===== src/rtl/core/goc_pkg.sv =====
// Shared types, constants and tables for the GNSS obstruction classifier.
// Used by goc_mul, goc_rules and gnss_obstruction_classifier; no dependencies.
package goc_pkg;

  localparam int TIME_WIDTH_DEF  = 32;
  localparam int FIELD_TIME_W    = 32;
  localparam int IN_DATA_WIDTH   = 96;
  localparam int OUT_DATA_WIDTH  = 96;
  localparam int CFG_INDEX_WIDTH = 2;
  localparam int CFG_DATA_WIDTH  = 16;
  localparam int COUNT_WIDTH     = 32;

  localparam logic [CFG_INDEX_WIDTH-1:0] CFG_ANALYSIS_INTERVAL = 2'd0;
  localparam logic [CFG_INDEX_WIDTH-1:0] CFG_DETECT_THRESHOLD  = 2'd1;

  localparam logic [15:0] INTERVAL_RESET  = 16'd30;
  localparam logic [3:0]  THRESHOLD_RESET = 4'd5;

  // Shared multiplier operand and product widths
  localparam int MUL_WIDTH  = 20;
  localparam int PROD_WIDTH = 2 * MUL_WIDTH;
  localparam int FACT_WIDTH = 17;

  localparam logic [FACT_WIDTH-1:0] ONE_Q16 = 17'd65536;

  // Accuracy factor: (1000 - acc) / 1000, reciprocal scaled by 2^ACC_SHIFT
  localparam logic [15:0] ACC_FULL_DM = 16'd1000;
  localparam int ACC_SHIFT = 10;
  localparam logic [FACT_WIDTH-1:0] ACC_RECIP =
    17'((64'd65536 << ACC_SHIFT) / 64'd1000);

  // Age factor: (300 - age) / 300, reciprocal scaled by 2^AGE_SHIFT
  localparam int AGE_FULL_S = 300;
  localparam int AGE_SHIFT = 9;
  localparam logic [FACT_WIDTH-1:0] AGE_RECIP =
    17'((64'd65536 << AGE_SHIFT) / 64'd300);

  typedef enum logic [3:0] {
    KIND_NONE     = 4'd0,
    KIND_INDOOR   = 4'd1,
    KIND_CANYON   = 4'd2,
    KIND_MULTIPATH = 4'd3,
    KIND_WEATHER  = 4'd4,
    KIND_BUILDING = 4'd5,
    KIND_TUNNEL   = 4'd6,
    KIND_FOREST   = 4'd7,
    KIND_MOUNTAIN = 4'd8,
    KIND_VEHICLE  = 4'd9
  } obst_kind_t;

  typedef struct packed {
    obst_kind_t  kind;
    logic [3:0]  conf;
  } verdict_t;

  // Satellite factor: min(sats,12) / 12 in Q1.16, truncated
  function automatic logic [FACT_WIDTH-1:0] sat_factor(input logic [5:0] sats);
    logic [FACT_WIDTH-1:0] f;
    case (sats)
      6'd0:  f = 17'd0;
      6'd1:  f = 17'd5461;
      6'd2:  f = 17'd10922;
      6'd3:  f = 17'd16384;
      6'd4:  f = 17'd21845;
      6'd5:  f = 17'd27306;
      6'd6:  f = 17'd32768;
      6'd7:  f = 17'd38229;
      6'd8:  f = 17'd43690;
      6'd9:  f = 17'd49152;
      6'd10: f = 17'd54613;
      6'd11: f = 17'd60074;
      default: f = ONE_Q16;
    endcase
    return f;
  endfunction

endpackage


===== src/rtl/core/goc_mul.sv =====
// Shared unsigned multiplier with a registered product.
// Depends on goc_pkg for operand and product widths.
module goc_mul (
  input  logic                            clk,
  input  logic                            en,
  input  logic [goc_pkg::MUL_WIDTH-1:0]   a,
  input  logic [goc_pkg::MUL_WIDTH-1:0]   b,
  output logic [goc_pkg::PROD_WIDTH-1:0]  prod
);

  always_ff @(posedge clk) begin
    if (en) begin
      prod <= goc_pkg::PROD_WIDTH'(a) * goc_pkg::PROD_WIDTH'(b);
    end
  end

endmodule


===== src/rtl/core/goc_rules.sv =====
// Prioritized obstruction rule cascade: picks a kind and a confidence.
// Depends on goc_pkg for the kind codes and the verdict struct.
module goc_rules (
  input  logic [5:0]         sat_count,
  input  logic [15:0]        accuracy_dm,
  input  logic signed [4:0]  fix_kind,
  input  logic [15:0]        quality,
  output goc_pkg::verdict_t  verdict
);

  // Accuracy thresholds are in decimeters
  always_comb begin
    if (sat_count < 6'd4) begin
      verdict = '{kind: goc_pkg::KIND_INDOOR, conf: 4'd8};
    end else if (sat_count < 6'd8 && accuracy_dm > 16'd500) begin
      verdict = '{kind: goc_pkg::KIND_CANYON, conf: 4'd7};
    end else if (accuracy_dm > 16'd250 && sat_count >= 6'd6) begin
      verdict = '{kind: goc_pkg::KIND_MULTIPATH, conf: 4'd6};
    end else if (quality < 16'd32768 && sat_count >= 6'd8) begin
      verdict = '{kind: goc_pkg::KIND_WEATHER, conf: 4'd5};
    end else if (accuracy_dm > 16'd1000 && sat_count < 6'd6) begin
      verdict = '{kind: goc_pkg::KIND_BUILDING, conf: 4'd6};
    end else if (sat_count == 6'd0 || fix_kind == 5'sd0) begin
      verdict = '{kind: goc_pkg::KIND_TUNNEL, conf: 4'd9};
    end else if (accuracy_dm > 16'd750 && sat_count < 6'd8) begin
      verdict = '{kind: goc_pkg::KIND_FOREST, conf: 4'd5};
    end else if (accuracy_dm > 16'd1500 && sat_count >= 6'd6) begin
      verdict = '{kind: goc_pkg::KIND_MOUNTAIN, conf: 4'd4};
    end else if (accuracy_dm > 16'd500 && sat_count >= 6'd8) begin
      verdict = '{kind: goc_pkg::KIND_VEHICLE, conf: 4'd3};
    end else begin
      verdict = '{kind: goc_pkg::KIND_NONE, conf: 4'd0};
    end
  end

endmodule


===== src/rtl/core/gnss_obstruction_classifier.sv =====
// Top level of the GNSS obstruction classifier: sequencer, state, ports.
// Depends on goc_pkg, goc_mul and goc_rules.
//
// Usage:
//   s_axis carries one fix report per transaction; m_axis returns exactly
//   one result per report. cfg_wen/cfg_index/cfg_data write the analysis
//   interval (index 0) and detect threshold (index 1); write only while idle.
//   Each report runs through a sequencer that drives one shared multiplier
//   for eight steps: two reciprocal multiplies with correction for the
//   accuracy and age factors, then the three-product quality chain and the
//   clamp. A final step applies the interval gate and the rule cascade.
//   A new report is accepted only in idle, after the previous result has
//   been written to the output register.
//   When the receiver stalls, the result stays in the output register; the
//   next report may be accepted and computed, and it waits in its final
//   step until the output register frees.
//   Reset (rst, synchronous) clears the last analysis time, both counters
//   and the obstructed flag, and loads interval 30 and threshold 5.
module gnss_obstruction_classifier #(
  parameter int TIME_WIDTH = goc_pkg::TIME_WIDTH_DEF
) (
  input  logic                                  clk,
  input  logic                                  rst,
  // fields from bit 0: now_seconds(32) force_now(1) sat_count(6)
  // accuracy_dm(16) fix_kind(5) fix_time(32), zero pad
  input  logic [goc_pkg::IN_DATA_WIDTH-1:0]     s_axis_tdata,
  input  logic                                  s_axis_tvalid,
  output logic                                  s_axis_tready,
  // fields from bit 0: analysed(1) obstruction_kind(4) confidence_tenths(4)
  // quality_q16(16) obstructed(1) analyses_total(32) detections_total(32),
  // zero pad
  output logic [goc_pkg::OUT_DATA_WIDTH-1:0]    m_axis_tdata,
  output logic                                  m_axis_tvalid,
  input  logic                                  m_axis_tready,
  input  logic                                  cfg_wen,
  input  logic [goc_pkg::CFG_INDEX_WIDTH-1:0]   cfg_index,
  input  logic [goc_pkg::CFG_DATA_WIDTH-1:0]    cfg_data
);

  localparam int MW = goc_pkg::MUL_WIDTH;
  localparam int PW = goc_pkg::PROD_WIDTH;
  localparam int FW = goc_pkg::FACT_WIDTH;
  localparam int CW = goc_pkg::COUNT_WIDTH;

  typedef enum logic [3:0] {
    ST_IDLE,
    ST_ACC_EST,
    ST_ACC_CHK,
    ST_AGE_EST,
    ST_AGE_CHK,
    ST_Q_ACC,
    ST_Q_FIX,
    ST_Q_AGE,
    ST_Q_CLAMP,
    ST_FINISH
  } state_t;

  state_t state;

  // Captured report
  logic [TIME_WIDTH-1:0] now_r;
  logic [TIME_WIDTH-1:0] ftime_r;
  logic                  force_r;
  logic [5:0]            sat_r;
  logic [15:0]           acc_r;
  logic signed [4:0]     fix_r;

  // Configuration and persistent state
  logic [15:0]           interval;
  logic [3:0]            threshold;
  logic [TIME_WIDTH-1:0] last_time;
  logic [CW-1:0]         ana_cnt;
  logic [CW-1:0]         det_cnt;
  logic                  det_flag;

  // Work registers of the sequence
  logic                  age_full;
  logic                  age_zero;
  logic [8:0]            age_x;
  logic [FW-1:0]         acc_est;
  logic [FW-1:0]         age_est;
  logic [FW-1:0]         f_acc;
  logic [FW-1:0]         f_age;
  logic [15:0]           quality;

  // Shared multiplier
  logic                  mul_en;
  logic [MW-1:0]         mul_a;
  logic [MW-1:0]         mul_b;
  logic [PW-1:0]         prod;

  goc_mul u_mul (
    .clk  (clk),
    .en   (mul_en),
    .a    (mul_a),
    .b    (mul_b),
    .prod (prod)
  );

  goc_pkg::verdict_t verdict;

  goc_rules u_rules (
    .sat_count   (sat_r),
    .accuracy_dm (acc_r),
    .fix_kind    (fix_r),
    .quality     (quality),
    .verdict     (verdict)
  );

  // Factor helpers
  logic [9:0]            acc_x;
  logic [TIME_WIDTH-1:0] age_diff;
  logic [FW-1:0]         est_acc_now;
  logic [FW-1:0]         est_age_now;
  logic [PW-1:0]         acc_num;
  logic [PW-1:0]         age_num;
  logic [FW-1:0]         f_sat;
  logic [18:0]           f_fix;
  logic [FW-1:0]         f_acc_next;
  logic [FW-1:0]         f_age_next;
  logic [19:0]           q_final;

  assign acc_x       = 10'(goc_pkg::ACC_FULL_DM - acc_r);
  assign age_diff    = now_r - ftime_r;
  assign est_acc_now = prod[goc_pkg::ACC_SHIFT +: FW];
  assign est_age_now = prod[goc_pkg::AGE_SHIFT +: FW];
  assign acc_num     = PW'({acc_x, 16'h0000});
  assign age_num     = PW'({age_x, 16'h0000});
  assign f_sat       = goc_pkg::sat_factor(sat_r);
  assign f_fix       = fix_r[4] ? 19'(goc_pkg::ONE_Q16) : {fix_r[3:0], 15'h0000};
  assign q_final     = prod[16 +: 20];

  // Reciprocal estimate is at most one low; bump it when (est+1)*C still fits
  always_comb begin
    if (acc_r == 16'd0) begin
      f_acc_next = goc_pkg::ONE_Q16;
    end else if (acc_r >= goc_pkg::ACC_FULL_DM) begin
      f_acc_next = '0;
    end else if (acc_num >= prod) begin
      f_acc_next = FW'(acc_est + FW'(1));
    end else begin
      f_acc_next = acc_est;
    end
  end

  always_comb begin
    if (age_full) begin
      f_age_next = goc_pkg::ONE_Q16;
    end else if (age_zero) begin
      f_age_next = '0;
    end else if (age_num >= prod) begin
      f_age_next = FW'(age_est + FW'(1));
    end else begin
      f_age_next = age_est;
    end
  end

  // Operand select for the shared multiplier
  always_comb begin
    mul_en = 1'b1;
    mul_a  = '0;
    mul_b  = '0;
    case (state)
      ST_ACC_EST: begin
        mul_a = MW'(acc_x);
        mul_b = MW'(goc_pkg::ACC_RECIP);
      end
      ST_ACC_CHK: begin
        mul_a = MW'(FW'(est_acc_now + FW'(1)));
        mul_b = MW'(goc_pkg::ACC_FULL_DM);
      end
      ST_AGE_EST: begin
        mul_a = MW'(age_x);
        mul_b = MW'(goc_pkg::AGE_RECIP);
      end
      ST_AGE_CHK: begin
        mul_a = MW'(FW'(est_age_now + FW'(1)));
        mul_b = MW'(goc_pkg::AGE_FULL_S);
      end
      ST_Q_ACC: begin
        mul_a = MW'(f_sat);
        mul_b = MW'(f_acc);
      end
      ST_Q_FIX: begin
        mul_a = MW'(prod[16 +: 17]);
        mul_b = MW'(f_fix);
      end
      ST_Q_AGE: begin
        mul_a = MW'(prod[16 +: 19]);
        mul_b = MW'(f_age);
      end
      default: begin
        mul_en = 1'b0;
      end
    endcase
  end

  // Interval gate and detection decision
  logic [TIME_WIDTH-1:0] last_eff;
  logic [TIME_WIDTH-1:0] gate_diff;
  logic                  pass;
  logic                  hit;
  logic                  out_free;
  logic [CW-1:0]         ana_cnt_next;
  logic [CW-1:0]         det_cnt_next;
  logic                  det_flag_next;
  logic [15:0]           q_out;
  goc_pkg::verdict_t     verdict_out;

  assign last_eff  = force_r ? '0 : last_time;
  assign gate_diff = now_r - last_eff;
  assign pass      = (now_r >= last_eff) && (gate_diff >= TIME_WIDTH'(interval));
  assign hit       = pass && (verdict.kind != goc_pkg::KIND_NONE) &&
                     (verdict.conf > threshold);
  assign out_free  = !m_axis_tvalid || m_axis_tready;

  assign ana_cnt_next  = pass ? CW'(ana_cnt + CW'(1)) : ana_cnt;
  assign det_cnt_next  = hit ? CW'(det_cnt + CW'(1)) : det_cnt;
  assign det_flag_next = pass ? hit : det_flag;
  assign q_out         = pass ? quality : 16'h0000;
  assign verdict_out   = pass ? verdict :
                         goc_pkg::verdict_t'{kind: goc_pkg::KIND_NONE, conf: 4'd0};

  assign s_axis_tready = (state == ST_IDLE);

  always_ff @(posedge clk) begin
    if (rst) begin
      state         <= ST_IDLE;
      m_axis_tvalid <= 1'b0;
      interval      <= goc_pkg::INTERVAL_RESET;
      threshold     <= goc_pkg::THRESHOLD_RESET;
      last_time     <= '0;
      ana_cnt       <= '0;
      det_cnt       <= '0;
      det_flag      <= 1'b0;
    end else begin
      // Drop valid once taken, unless the final step refills the register now
      if (m_axis_tvalid && m_axis_tready && !(state == ST_FINISH && out_free)) begin
        m_axis_tvalid <= 1'b0;
      end

      if (cfg_wen) begin
        case (cfg_index)
          goc_pkg::CFG_ANALYSIS_INTERVAL: interval  <= cfg_data;
          goc_pkg::CFG_DETECT_THRESHOLD:  threshold <= cfg_data[3:0];
          default: ;
        endcase
      end

      case (state)
        ST_IDLE: begin
          if (s_axis_tvalid) begin
            now_r   <= TIME_WIDTH'(s_axis_tdata[31:0]);
            force_r <= s_axis_tdata[32];
            sat_r   <= s_axis_tdata[38:33];
            acc_r   <= s_axis_tdata[54:39];
            fix_r   <= s_axis_tdata[59:55];
            ftime_r <= TIME_WIDTH'(s_axis_tdata[91:60]);
            state   <= ST_ACC_EST;
          end
        end
        ST_ACC_EST: begin
          // Classify the fix age while the accuracy estimate multiplies
          age_full <= (ftime_r == '0) || (ftime_r >= now_r);
          age_zero <= age_diff >= TIME_WIDTH'(goc_pkg::AGE_FULL_S);
          age_x    <= 9'(TIME_WIDTH'(goc_pkg::AGE_FULL_S) - age_diff);
          state    <= ST_ACC_CHK;
        end
        ST_ACC_CHK: begin
          acc_est <= est_acc_now;
          state   <= ST_AGE_EST;
        end
        ST_AGE_EST: begin
          f_acc <= f_acc_next;
          state <= ST_AGE_CHK;
        end
        ST_AGE_CHK: begin
          age_est <= est_age_now;
          state   <= ST_Q_ACC;
        end
        ST_Q_ACC: begin
          f_age <= f_age_next;
          state <= ST_Q_FIX;
        end
        ST_Q_FIX: begin
          state <= ST_Q_AGE;
        end
        ST_Q_AGE: begin
          state <= ST_Q_CLAMP;
        end
        ST_Q_CLAMP: begin
          quality <= (q_final > 20'd65535) ? 16'hFFFF : q_final[15:0];
          state   <= ST_FINISH;
        end
        ST_FINISH: begin
          // Hold here until the output register can take the result
          if (out_free) begin
            if (pass) begin
              last_time <= now_r;
            end else if (force_r) begin
              last_time <= '0;
            end
            ana_cnt       <= ana_cnt_next;
            det_cnt       <= det_cnt_next;
            det_flag      <= det_flag_next;
            m_axis_tvalid <= 1'b1;
            m_axis_tdata  <= {6'b000000, det_cnt_next, ana_cnt_next, det_flag_next,
                              q_out, verdict_out.conf, verdict_out.kind, pass};
            state         <= ST_IDLE;
          end
        end
        default: begin
          state <= ST_IDLE;
        end
      endcase
    end
  end

  // A detection is always counted together with an analysis
  assert property (@(posedge clk) disable iff (rst)
    !$stable(det_cnt) |-> !$stable(ana_cnt))
    else $error("detection counted without an analysis");

  // A skipped report carries no kind, confidence or quality
  assert property (@(posedge clk) disable iff (rst)
    (m_axis_tvalid && !m_axis_tdata[0]) |-> (m_axis_tdata[24:1] == 24'h000000))
    else $error("skipped report carries analysis fields");

  // Leaving the final step always presents a result
  assert property (@(posedge clk) disable iff (rst)
    (state == ST_FINISH && out_free) |=> m_axis_tvalid)
    else $error("finished report produced no result");

endmodule


===== config.mk =====
export PLATFORM = sky130hd
export DESIGN_NAME = gnss_obstruction_classifier
export DESIGN_NICKNAME = d
export VERILOG_FILES = /design/src/rtl/core/goc_pkg.sv /design/src/rtl/core/goc_mul.sv /design/src/rtl/core/goc_rules.sv /design/src/rtl/core/gnss_obstruction_classifier.sv
export SDC_FILE = /design/constraint.sdc
export NUM_CORES = 2
export LEC_CHECK = 0
export BUFFER_PORTS_ARGS = -buffer_cell sky130_fd_sc_hd__buf_4
export CAP_MARGIN = 0
export CORE_MARGIN = 4
export CORE_UTILIZATION = 64
export CTS_BUF_LIST = sky130_fd_sc_hd__clkbuf_4
export DETAILED_ROUTE_END_ITERATION = 6
export PLACE_DENSITY = 0.83
export SLEW_MARGIN = 30
export SYNTH_ARGS = -nofsm -noshare
export SYNTH_HDL_FRONTEND = slang
export SYNTH_SLANG_ARGS = --single-unit

===== constraint.sdc =====
create_clock -name clk -period 12.5 [get_ports clk]
set_clock_uncertainty 0.1 [all_clocks]
set_input_delay 1.25 -clock clk [delete_from_list [all_inputs] [get_ports clk]]
set_output_delay 1.25 -clock clk [all_outputs]
set_load 0.01 [all_outputs]

==> impl_metrics.py <==
metrics = {
    "global_route": {
        "maximum_number_of_pins_on_one_net_before_global_route_repair": 92,
        "number_of_global_route_vias_before_repair": 29100,
        "overflow": 0,
        "total_global_routing_track_utilization": 0.324,
        "grt_antenna_before_repair": 8,
        "first_pass_grt_wire_length_microns": 155000,
    },
    "timing": {
        "tns_ps": 0,
        "hold_violation_count_in_the_final_report": 0,
        "final-max-slew-violation-count": 0,
        "achievable-frequency_mhz": 88.7,
        "rsz_0062_raised_after_global_routing": "no",
        "maxSlewHeadroom": 0.338,
        "final_hold_slack_ps": 361,
        "setup_viol": 0,
        "timing_worst_slew_pin_value_ps": 991,
        "timing.final.crit_share": 0.901,
        "timing.final.crit_period_ps": 11270,
    },
    "routing": {
        "drcViolationCount": 0,
        "firstDrtPassIters": 6,
        "avgViaCountPerCell": 6.07,
        "wirelength_microns": 98400,
        "routedWlPerCell_microns": 19.8,
        "number_of_vias_in_the_routed_layout": 30100,
        "drt_iter0_drc": 3150,
        "ant_nets": 0,
    },
    "finish": {
        "mostFrequentLayoutCell": "sky130_fd_sc_hd__inv_1",
        "layout-area-overhead-vs-synth_pct": 10.4,
        "layout.cells.most_common_list": "503 x sky130_fd_sc_hd__inv_1, 454 x sky130_fd_sc_hd__nand2_1, 315 x sky130_fd_sc_hd__edfxtp_1, 290 x sky130_fd_sc_hd__fa_1, 267 x sky130_fd_sc_hd__nor2_1",
        "share_of_the_core_filled_with_cells_in_the_final_layout": 0.713,
        "nets": 4748,
        "layout-drive-gt1-share": 0.116,
        "fillerInstances": 4234,
    },
    "clock_network": {
        "ctsHoldBuffers": 0,
        "post_cts.repair.setup_buffers": 0,
        "cts-buffers-inserted": 107,
        "cts_htree_levels": 3,
        "later_pin_clock_latency_in_the_skew_report_ps": 890,
        "clock-sinks": 442,
        "root_buffer": "sky130_fd_sc_hd__clkbuf_4",
        "resized_cells_post_cts": 0,
        "cts_tree": "built",
        "clkSlewWorstSetupHoldPaths_ps": 70,
        "clockBufferDepth": 3,
    },
    "die": {
        "ioPinCount": 217,
        "floorplan.die.height_microns": 247,
        "initial_core_util": 0.646,
        "horizontal_die_dimension_microns": 247,
        "core_area_sq_um": 56400,
        "die_area_sq_um": 60800,
        "std_cell_rows": 87,
    },
    "power_and_ir_drop": {
        "netSwitchingPower_mw": 1.93,
        "power.leakage_nw": 17.5,
        "combinational_fraction_of_design_power": 0.353,
        "power_switching_share": 0.395,
        "vdd.ir_drop.worst_uv": 109,
        "clock_power_share": 0.253,
        "post-layout-total-power_mw": 4.89,
        "power.internal_mw": 2.96,
        "cellPowerDensity_nw_per_um2": 122,
        "sequentialPowerShare": 0.394,
    },
    "critical_path": {
        "timing.critical_path.slowest_stage_cell": "sky130_fd_sc_hd__dfxtp_1",
        "critical_path.max_fanout": 24,
        "worstSetupEndpointType": "flip-flop",
        "worstPathRequired_ps": 12970,
        "launching_point_of_the_worst_reg2reg_path": "state[3]",
        "cp.buffers_inverters": 5,
        "timing.critical_path.mode_cell": "sky130_fd_sc_hd__fa_1",
        "type_of_origin_of_the_critical_path": "flip-flop",
        "reg2reg_to": "u_mul.prod[37]",
        "worst_setup_path_endpoint": "u_mul.prod[37]",
        "crit_arrival_ps": 11740,
        "worst-path-stages": 36,
        "critPathKind": "reg -> reg",
        "rr_worst_depth": 36,
        "path_delay_family": "adder cells",
        "timing.critical_path.from": "state[3]",
        "critical-path-max-stage-delay_ps": 630,
        "timing.reg2reg.setup_slack_ps": 1230,
    },
    "synth": {
        "number_of_instances_in_the_synthesized_netlist": 3896,
        "number_of_flops_mapped_to_enable_cells_by_yosys": 315,
        "synth.lib_cells_used.distinct": 96,
        "syn-cell-area_sq_um": 36400,
        "synth_warnings": 0,
        "ys_async_sr_fraction": 0,
        "synth-seq-area-share": 0.330,
        "ys_ff_latch": 442,
        "syn_area_cell_sq_um": 9.35,
        "ys_dominant_reg_cell": "sky130_fd_sc_hd__edfxtp_1",
    },
    "min_path": {
        "hold_class": "reg -> reg",
    },
    "place": {
        "hpwl_microns": 74400,
        "gp_congestion": 0.997,
        "io_buffers": 206,
    },
    "run": {
        "cap_violations": 0,
    },
    "run_status": {
        "outcome": "complete, no violations",
    },
}
state kept, by name, summed over array words and instances, names as in the netlist, 4 cells and up, named ones only:
name / cells
fix_r: 5
f_age: 17
sat_r: 6
now_r: 32
state: 4
age_est: 17
det_cnt: 32
acc_est: 17
age_x: 9
interval: 16
acc_r: 16
ftime_r: 32
ana_cnt: 32
m_axis_tdata: 90
quality: 16
f_acc: 17
u_mul.prod: 38
threshold: 4
last_time: 32
per-layer routing:
layer  global-route usage  part of all wire  vias to the layer above
met2                0.507              0.46                     1526
met5                    0                 0                        -
met4                0.143             0.046                        0
met1                0.441              0.40                    14400
met3               0.0662             0.097                      291
li1                     -                 -                    13800
worst min path at each step:
stage	startpoint	endpoint	cells after the start
floorplan	interval[10]	interval[10]	2
global placement	interval[10]	interval[10]	2
detailed placement	interval[10]	interval[10]	2
CTS	interval[7]	interval[7]	2
global route	interval[8]	interval[8]	2
finish	interval[7]	interval[7]	2
final cells by class:
type	instances	area [sq um]	share of cell area
diodes	10	25.0	0.000622
clock buffers	151	1130	0.0282
repair buffers	261	1970	0.0490
clock inverters	52	308	0.00766
flip-flops and latches	442	12000	0.298
multi-input cells	2783	21900	0.545
inverters	506	1900	0.0473
well taps	756	946	0.0235
cells by family (layout without fill, tap and decap cells):
family,count (synthesis),after routing,synth area share
AND/OR/NAND/NOR,1372,1372,0.184
buffers and inverters,680,970,0.0725
AO/OA/AOI/OAI,674,674,0.123
adder cells (fa/ha/maj),528,528,0.241
flip-flops,442,442,0.330
XOR/XNOR,161,161,0.0387
multiplexers,37,37,0.0108
other,2,21,0.000206
cells in the mapped netlist (11+ instances only):
master / n / area share
sky130_fd_sc_hd__inv_1: 504 / 0.052
sky130_fd_sc_hd__nand2_1: 454 / 0.047
sky130_fd_sc_hd__edfxtp_1: 315 / 0.26
sky130_fd_sc_hd__fa_1: 290 / 0.16
sky130_fd_sc_hd__nor2_1: 271 / 0.028
sky130_fd_sc_hd__ha_1: 238 / 0.082
sky130_fd_sc_hd__a21oi_1: 212 / 0.029
sky130_fd_sc_hd__dfxtp_1: 127 / 0.070
sky130_fd_sc_hd__clkbuf_1: 126 / 0.013
sky130_fd_sc_hd__o21ai_0: 113 / 0.016
sky130_fd_sc_hd__nor3_1: 110 / 0.015
sky130_fd_sc_hd__xnor2_1: 83 / 0.020
sky130_fd_sc_hd__nand3_1: 82 / 0.011
sky130_fd_sc_hd__and2_1: 78 / 0.013
sky130_fd_sc_hd__xor2_1: 78 / 0.019
sky130_fd_sc_hd__nand2b_1: 72 / 0.012
sky130_fd_sc_hd__a21o_1: 55 / 0.011
sky130_fd_sc_hd__nor2b_1: 49 / 0.0084
sky130_fd_sc_hd__o31ai_1: 48 / 0.0099
sky130_fd_sc_hd__or4_1: 47 / 0.0097
sky130_fd_sc_hd__nor4_1: 42 / 0.0072
sky130_fd_sc_hd__and3_1: 41 / 0.0070
sky130_fd_sc_hd__nand4_1: 39 / 0.0067
sky130_fd_sc_hd__a22o_1: 35 / 0.0084
sky130_fd_sc_hd__or3_1: 28 / 0.0048
sky130_fd_sc_hd__buf_2: 26 / 0.0036
sky130_fd_sc_hd__mux2i_1: 20 / 0.0055
sky130_fd_sc_hd__a211oi_1: 18 / 0.0037
sky130_fd_sc_hd__a31oi_1: 16 / 0.0027
sky130_fd_sc_hd__o21a_1: 16 / 0.0033
sky130_fd_sc_hd__buf_4: 15 / 0.0031
sky130_fd_sc_hd__a211o_1: 13 / 0.0031
sky130_fd_sc_hd__o21bai_1: 13 / 0.0027
sky130_fd_sc_hd__a221oi_1: 12 / 0.0029
sky130_fd_sc_hd__nand3b_1: 12 / 0.0025
sky130_fd_sc_hd__mux2_1: 11 / 0.0034
sky130_fd_sc_hd__o2111ai_1: 11 / 0.0026
stage by stage:
stage,cell area (sq um),setup WS (ps),cells
floorplan,36400,3020,3905
global placement,38700,1630,4747
detailed placement,38700,1560,4747
CTS,40200,1520,4950
global route,40200,613,4961
finish,40200,1230,4961
tightest hold or removal path, cell delays in order, from the launching register on:
cell,delay [ps]
sky130_fd_sc_hd__dfxtp_1,310
sky130_fd_sc_hd__nand2_1,50
sky130_fd_sc_hd__a21oi_1,50
power by group through the flow:
| stage | Sequential (mW) | Clock [mW] | Combinational (mW) |
|---|---|---|---|
| 2_1_floorplan | 1.85 | 0 | 1.19 |
| 5_1_grt | 1.93 | 1.34 | 1.89 |
| 3_5_place_dp | 1.95 | 0 | 1.67 |
| 3_3_place_gp | 1.95 | 0 | 1.64 |
| 6_report | 1.93 | 1.24 | 1.73 |
| 4_1_cts | 1.92 | 1.26 | 1.68 |
Power figures use the tool's default switching activity.
